--- src/sv/nca_pkg.sv ---
// Shared types and constants for the nearest-center assignment block.
// No dependencies; imported by every module of the block.
package nca_pkg;

    localparam int DEF_MAX_CENTERS = 16;
    localparam int DEF_COORD_BITS  = 16;

    localparam int XY_W       = 16;
    localparam int SLOT_W     = 4;
    localparam int CFG_W      = 5;
    localparam int DIST_OUT_W = 33;

    localparam logic [DIST_OUT_W-1:0] DIST_MAX = {DIST_OUT_W{1'b1}};

    localparam logic REQ_LOAD     = 1'b0;
    localparam logic REQ_CLASSIFY = 1'b1;

    typedef struct packed {
        logic              req_type;
        logic [SLOT_W-1:0] slot;
        logic [XY_W-1:0]   coord_x;
        logic [XY_W-1:0]   coord_y;
    } t_req;

    typedef struct packed {
        logic                  found;
        logic [SLOT_W-1:0]     nearest_slot;
        logic [DIST_OUT_W-1:0] nearest_dist_sq;
    } t_res;

    // control that travels along the cell chain with each request
    typedef struct packed {
        logic              valid;
        logic              is_cls;
        logic [SLOT_W-1:0] slot;
    } t_ctl;

endpackage

--- src/sv/nca_cell.sv ---
// One cell of the center chain: holds one center, loads it, and folds its
// distance into the running best. Depends on nca_pkg.
module nca_cell #(
    parameter int K          = 0,
    parameter int COORD_BITS = 16,
    parameter int IDX_W      = 4,
    parameter int DIST_W     = 33
) (
    input  logic                       i_clk,
    input  logic                       i_rst_n,
    input  logic [nca_pkg::CFG_W-1:0]  i_active,
    input  nca_pkg::t_ctl              i_ctl,
    input  logic [COORD_BITS-1:0]      i_px,
    input  logic [COORD_BITS-1:0]      i_py,
    input  logic [IDX_W-1:0]           i_best_idx,
    input  logic [DIST_W-1:0]          i_best_d,
    output nca_pkg::t_ctl              o_ctl,
    output logic [COORD_BITS-1:0]      o_px,
    output logic [COORD_BITS-1:0]      o_py,
    output logic [IDX_W-1:0]           o_best_idx,
    output logic [DIST_W-1:0]          o_best_d
);
    import nca_pkg::*;

    localparam int SQ_W = 2 * COORD_BITS;

    logic [COORD_BITS-1:0] r_cx, r_cy;
    logic [COORD_BITS-1:0] dx, dy;
    logic                  load_hit;

    // stage 1: squared differences
    t_ctl                  r_s1_ctl;
    logic [COORD_BITS-1:0] r_s1_px, r_s1_py;
    logic [IDX_W-1:0]      r_s1_bidx;
    logic [DIST_W-1:0]     r_s1_bd;
    logic [SQ_W-1:0]       r_s1_sqx, r_s1_sqy;

    // stage 2: compare and update
    t_ctl                  r_s2_ctl;
    logic [COORD_BITS-1:0] r_s2_px, r_s2_py;
    logic [IDX_W-1:0]      r_s2_bidx, n_s2_bidx;
    logic [DIST_W-1:0]     r_s2_bd, n_s2_bd;
    logic [DIST_W-1:0]     dist_sq;
    logic                  take;

    assign load_hit = i_ctl.valid && (i_ctl.is_cls == REQ_LOAD)
                      && (32'(i_ctl.slot) == K);
    assign dx = (r_cx >= i_px) ? (r_cx - i_px) : (i_px - r_cx);
    assign dy = (r_cy >= i_py) ? (r_cy - i_py) : (i_py - r_cy);

    always_ff @(posedge i_clk) begin
        if (!i_rst_n) begin
            r_cx     <= '0;
            r_cy     <= '0;
            r_s1_ctl <= '0;
            r_s2_ctl <= '0;
        end else begin
            if (load_hit) begin
                r_cx <= i_px;
                r_cy <= i_py;
            end
            r_s1_ctl <= i_ctl;
            r_s2_ctl <= r_s1_ctl;
        end
    end

    always_ff @(posedge i_clk) begin
        r_s1_px   <= i_px;
        r_s1_py   <= i_py;
        r_s1_bidx <= i_best_idx;
        r_s1_bd   <= i_best_d;
        r_s1_sqx  <= SQ_W'(dx) * SQ_W'(dx);
        r_s1_sqy  <= SQ_W'(dy) * SQ_W'(dy);
        r_s2_px   <= r_s1_px;
        r_s2_py   <= r_s1_py;
        r_s2_bidx <= n_s2_bidx;
        r_s2_bd   <= n_s2_bd;
    end

    assign dist_sq = DIST_W'(r_s1_sqx) + DIST_W'(r_s1_sqy);

    // the first cell always seeds the best; later cells need a strict win
    always_comb begin
        take = r_s1_ctl.is_cls && (32'(i_active) > K)
               && ((K == 0) || (dist_sq < r_s1_bd));
        n_s2_bidx = r_s1_bidx;
        n_s2_bd   = r_s1_bd;
        if (take) begin
            n_s2_bidx = IDX_W'(K);
            n_s2_bd   = dist_sq;
        end
    end

    assign o_ctl      = r_s2_ctl;
    assign o_px       = r_s2_px;
    assign o_py       = r_s2_py;
    assign o_best_idx = r_s2_bidx;
    assign o_best_d   = r_s2_bd;

endmodule

--- config.mk ---
export PLATFORM = sky130hd
export DESIGN_NAME = nca_cell
export DESIGN_NICKNAME = d
export VERILOG_FILES = /design/src/sv/nca_pkg.sv /design/src/sv/nca_cell.sv
export SDC_FILE = /design/constraint.sdc
export NUM_CORES = 1
export LEC_CHECK = 0
export ABC_CLOCK_PERIOD_IN_PS = 9800
export BUFFER_PORTS_ARGS = -buffer_cell sky130_fd_sc_hd__buf_2
export CAP_MARGIN = 20
export CORE_AREA = 8 8 245 176
export CTS_CLUSTER_SIZE = 30
export DETAILED_ROUTE_END_ITERATION = 8
export DIE_AREA = 0 0 253 184
export HOLD_SLACK_MARGIN = 0.12
export PLACE_DENSITY_LB_ADDON = 0.08
export SLEW_MARGIN = 30
export SYNTH_ARGS = -nofsm -noshare
export SYNTH_HDL_FRONTEND = slang
export SYNTH_SLANG_ARGS = --single-unit
--- constraint.sdc ---
create_clock -name i_clk -period 9.8 [get_ports i_clk]
set_clock_uncertainty 0.1 [all_clocks]
set_input_delay 0 -clock i_clk [delete_from_list [all_inputs] [get_ports i_clk]]
set_output_delay 0 -clock i_clk [all_outputs]
set_load 0.1 [all_outputs]
==> summary.txt <==
ROUTING
-----------------------------------------------------------------------------------------------------------------
Overall routed net length                                                                                63.49 mm
Routed vias                                                                                                 19290
First drt pass iteration count                                                                                  5
Number of routed nets with antenna violations                                                                   0
Post-detailed-route wirelength per cell                                                                  17.88 um
Remaining routing DRC violations                                                                                0
Initial DRC Count                                                                                            1240
Vias per Instance                                                                                           5.429

SYNTH
-----------------------------------------------------------------------------------------------------------------
Most numerous cell in the Yosys netlist                                                              sky130_fd_sc_hd__inv_1
Synthesized instance count                                                                                   2679
Average size of a mapped cell                                                                         9.104 sq um
Count of unique library cells instantiated by Yosys                                                            78
Net count after synthesis                                                                                    3377
Post-synth top flop                                                                                  sky130_fd_sc_hd__dfxtp_1
Area share of and/or/nand/nor cells after synthesis                                                        10.88%
Count of state elements after synthesis                                                                       244
Post-synthesis compound-gate area fraction                                                                 12.06%
Leading post-synthesis cells by instance count                                                       sky130_fd_sc_hd__inv_1, sky130_fd_sc_hd__fa_1, sky130_fd_sc_hd__ha_1
Top cells by area, synth                                                                             sky130_fd_sc_hd__fa_1, sky130_fd_sc_hd__dfxtp_1, sky130_fd_sc_hd__ha_1
Post-synthesis share of cell area spent on xor and xnor gates                                              4.663%
Number of synthesized flops with an enable pin                                                                  0
Post-synthesis cell type with the largest combined area                                              sky130_fd_sc_hd__fa_1
Top-area cell type share of the netlist area                                                               26.92%
Share of synthesized area occupied by flip-flops and latches                                               20.03%
Ys async rst share                                                                                             0%
Main combinational cell family by area after synthesis                                                adder cells
Arithmetic-cell share of the synthesized area counting full adders, half adders and majority gates         41.70%
Mux cell area share after synthesis                                                                       0.7798%
Mapped cell area                                                                                     0.02439 sq mm
Number of warnings issued by yosys                                                                              0

FLOORPLAN
-----------------------------------------------------------------------------------------------------------------
Total Die Area                                                                                       0.04655 sq mm
I/O pin count                                                                                                 157
Die width                                                                                                  253 um
Height of the die                                                                                          184 um
Count of standard-cell rows                                                                                    61
Area of the core region                                                                              0.03923 sq mm
Initial core utilization                                                                                   62.17%

TIMING
-----------------------------------------------------------------------------------------------------------------
Shortest clock period the worst path allows after layout                                                 9.335 ns
Post-route clock period utilization                                                                        95.25%
Number of max-slew violations in the final report                                                               0
Max Fclk                                                                                                107.1 MHz
Sum Neg Setup Slack                                                                                          0 ns
Remaining max-slew budget at the tightest pin                                                              50.35%
Number of failing hold endpoints at the final stage                                                             0
Tightest Pin Transition                                                                                 0.7447 ns
Total setup violations reported at the end of the flow                                                          0

LAYOUT
-----------------------------------------------------------------------------------------------------------------
Final cell utilization of the core                                                                         72.41%
Fraction of final layout cells sized beyond drive strength 1                                               9.778%
Number of nets in the finished design                                                                        3696
Post-layout instance area                                                                            0.02840 sq mm
Ant diodes                                                                                                      0
Layout Area Growth over Synthesis                                                                          16.46%

GRT
-----------------------------------------------------------------------------------------------------------------
Wire length of the first global-routing pass                                                             105.1 mm
Number of global-route vias before repair                                                                   20710
Total global routing overflow                                                                                   0
Maximum number of pins on one net before global-route repair                                                   67
Number of antenna violations at the first check in global routing                                               0
Global router's overall resource usage                                                                     27.89%

PLACEMENT
-----------------------------------------------------------------------------------------------------------------
Half-perimeter wire length of the detailed placement result                                              49.21 mm
Placed Instance Area                                                                                 0.02589 sq mm
Final GP Congestion                                                                                        0.9493
I/O Buffers                                                                                                   156

CLOCK NETWORK
-----------------------------------------------------------------------------------------------------------------
Maximum buffer depth of the clock tree                                                                          3
Clock slew at the register clock pins of the worst setup and hold paths                                   0.07 ns
Count of H-tree levels built during CTS                                                                         1
TritonCTS clock tree                                                                                          yes
Inserted Clock Buffers                                                                                         25
Clock Sinks                                                                                                   244
Clock insertion delay at the later pin of the skew report                                                 0.58 ns
Cell chosen for the clock root                                                                       sky130_fd_sc_hd__clkbuf_16

WORST SETUP PATH
-----------------------------------------------------------------------------------------------------------------
Classification of the worst setup path                                                                    reg2reg
Slowest-stage cell, CP                                                                               sky130_fd_sc_hd__fa_1
Family with the most delay on the worst path                                                          adder cells
Crit-path max cell delay                                                                                  0.54 ns
Most Frequent Cell on Critical Path                                                                  sky130_fd_sc_hd__fa_1
Startpoint class of the critical path                                                                   flip-flop
Worst Setup End Kind                                                                                    flip-flop
Critical path buffers and inverters                                                                             8
CP Data Required Time                                                                                    10.15 ns
Arrival time reported for the critical path endpoint                                                      9.68 ns
Maximum fanout along the worst path                                                                            17

MIN PATH
-----------------------------------------------------------------------------------------------------------------
Class of the tightest hold or removal check                                                                in2reg

STATUS
-----------------------------------------------------------------------------------------------------------------
Result of the run                                                                                       completed

FLOW RUN
-----------------------------------------------------------------------------------------------------------------
Maxcap violations                                                                                               0

-- per-layer routing --
metal	share of wire, %	global-route usage [%]	up-vias
met5	0	0	-
met4	2.4	6.867	0
met3	8.7	7.345	96
met2	44	44.59	686
met1	44	37.63	9412
li1	-	-	9091
-- registers in the layout, summed over array words and instances, names as in the netlist --
register    flops
o_best_d       33
o_best_idx      4
o_ctl           6
o_px           16
o_py           16
r_cx           16
r_cy           16
r_s1_bd        33
r_s1_bidx       4
r_s1_ctl        6
r_s1_px        16
r_s1_py        16
r_s1_sqx       31
r_s1_sqy       31
-- layout by cell type (no fill, tap or decap), drive strengths merged, types with 8 or more instances in the layout --
master,n
ha,288
nand2,285
and2,35
nor2,161
o211ai,9
a211oi,18
clkbuf,26
inv,560
o21bai,19
nor3,22
dfxtp,244
nand3,18
fa,328
and3,16
a31oi,15
dlygate4sd3,158
mux2i,10
nor2b,11
o21a,21
or2,8
xor2,51
nand2b,23
a21o,63
a21oi,120
xnor2,75
o31ai,10
o21ai,78
a21boi,35
clkinv,10
buf,207
mux2,8
-- final timing paths --
| check | cells after the start | slack, ns | to | from |
|---|---|---|---|---|
| max | 37 | 0.47 | r_s1_sqy[30] | r_cy[0] |
| min | 4 | 0.17 | r_cy[13] | i_py[13] |
| max reg2reg | 37 | 0.47 | r_s1_sqy[30] | r_cy[0] |
| min reg2reg | 0 | 0.23 | o_py[10] | r_s1_py[10] |
-- timing repair --
item / 4_1_cts / 5_1_grt
endpoints found under the setup margin: 0 / 15
setup buffers: 0 / 2
hold endpoints to repair: 136 / 0
resized for setup: 0 / 11
hold buffers: 158 / 0
-- logic make-up after synthesis --
| logic type | after synthesis |
|---|---|
| flops | 244 |
| xor+xnor | 126 |
| simple gates | 605 |
| buf+inv | 629 |
| compound gates | 441 |
| fa+ha+maj | 616 |
| mux | 18 |
-- final cells by class --
cell class              instances  area [sq um]
clock inverters                20         252.7
inverters                     556          2092
repair buffers                365          2745
multi-input cells            1806         17120
flip-flops and latches        244          4885
clock buffers                  26         639.4
fillers                      2993         10830
well taps                     535         669.4
-- through the flow --
step	instances	hold WS, ns	setup slack [ns]
2_1_floorplan	2679	-0.07228	0.9841
3_3_place_gp	3346	0.001998	0.4540
3_5_place_dp	3346	0.003593	0.2556
4_1_cts	3550	0.1409	0.1630
5_1_grt	3552	0.1865	-0.03262
6_report	3552	0.1653	0.4652
-- worst register-to-register path: cells and delay by family (launching register included) --
kind | cells | cell delay [ns]
AOI/OAI and AO/OA | 17 | 3.76
adders and majority gates | 9 | 3.74
buffers and inverters | 8 | 0.76
DFF | 1 | 0.33
xor gates and xnor gates | 2 | 0.30
and+or+nand+nor | 1 | 0.24
Power is left out: the tool's default activity adds up to more than one toggle a clock period on the data nets, which glitch-free logic cannot reach.
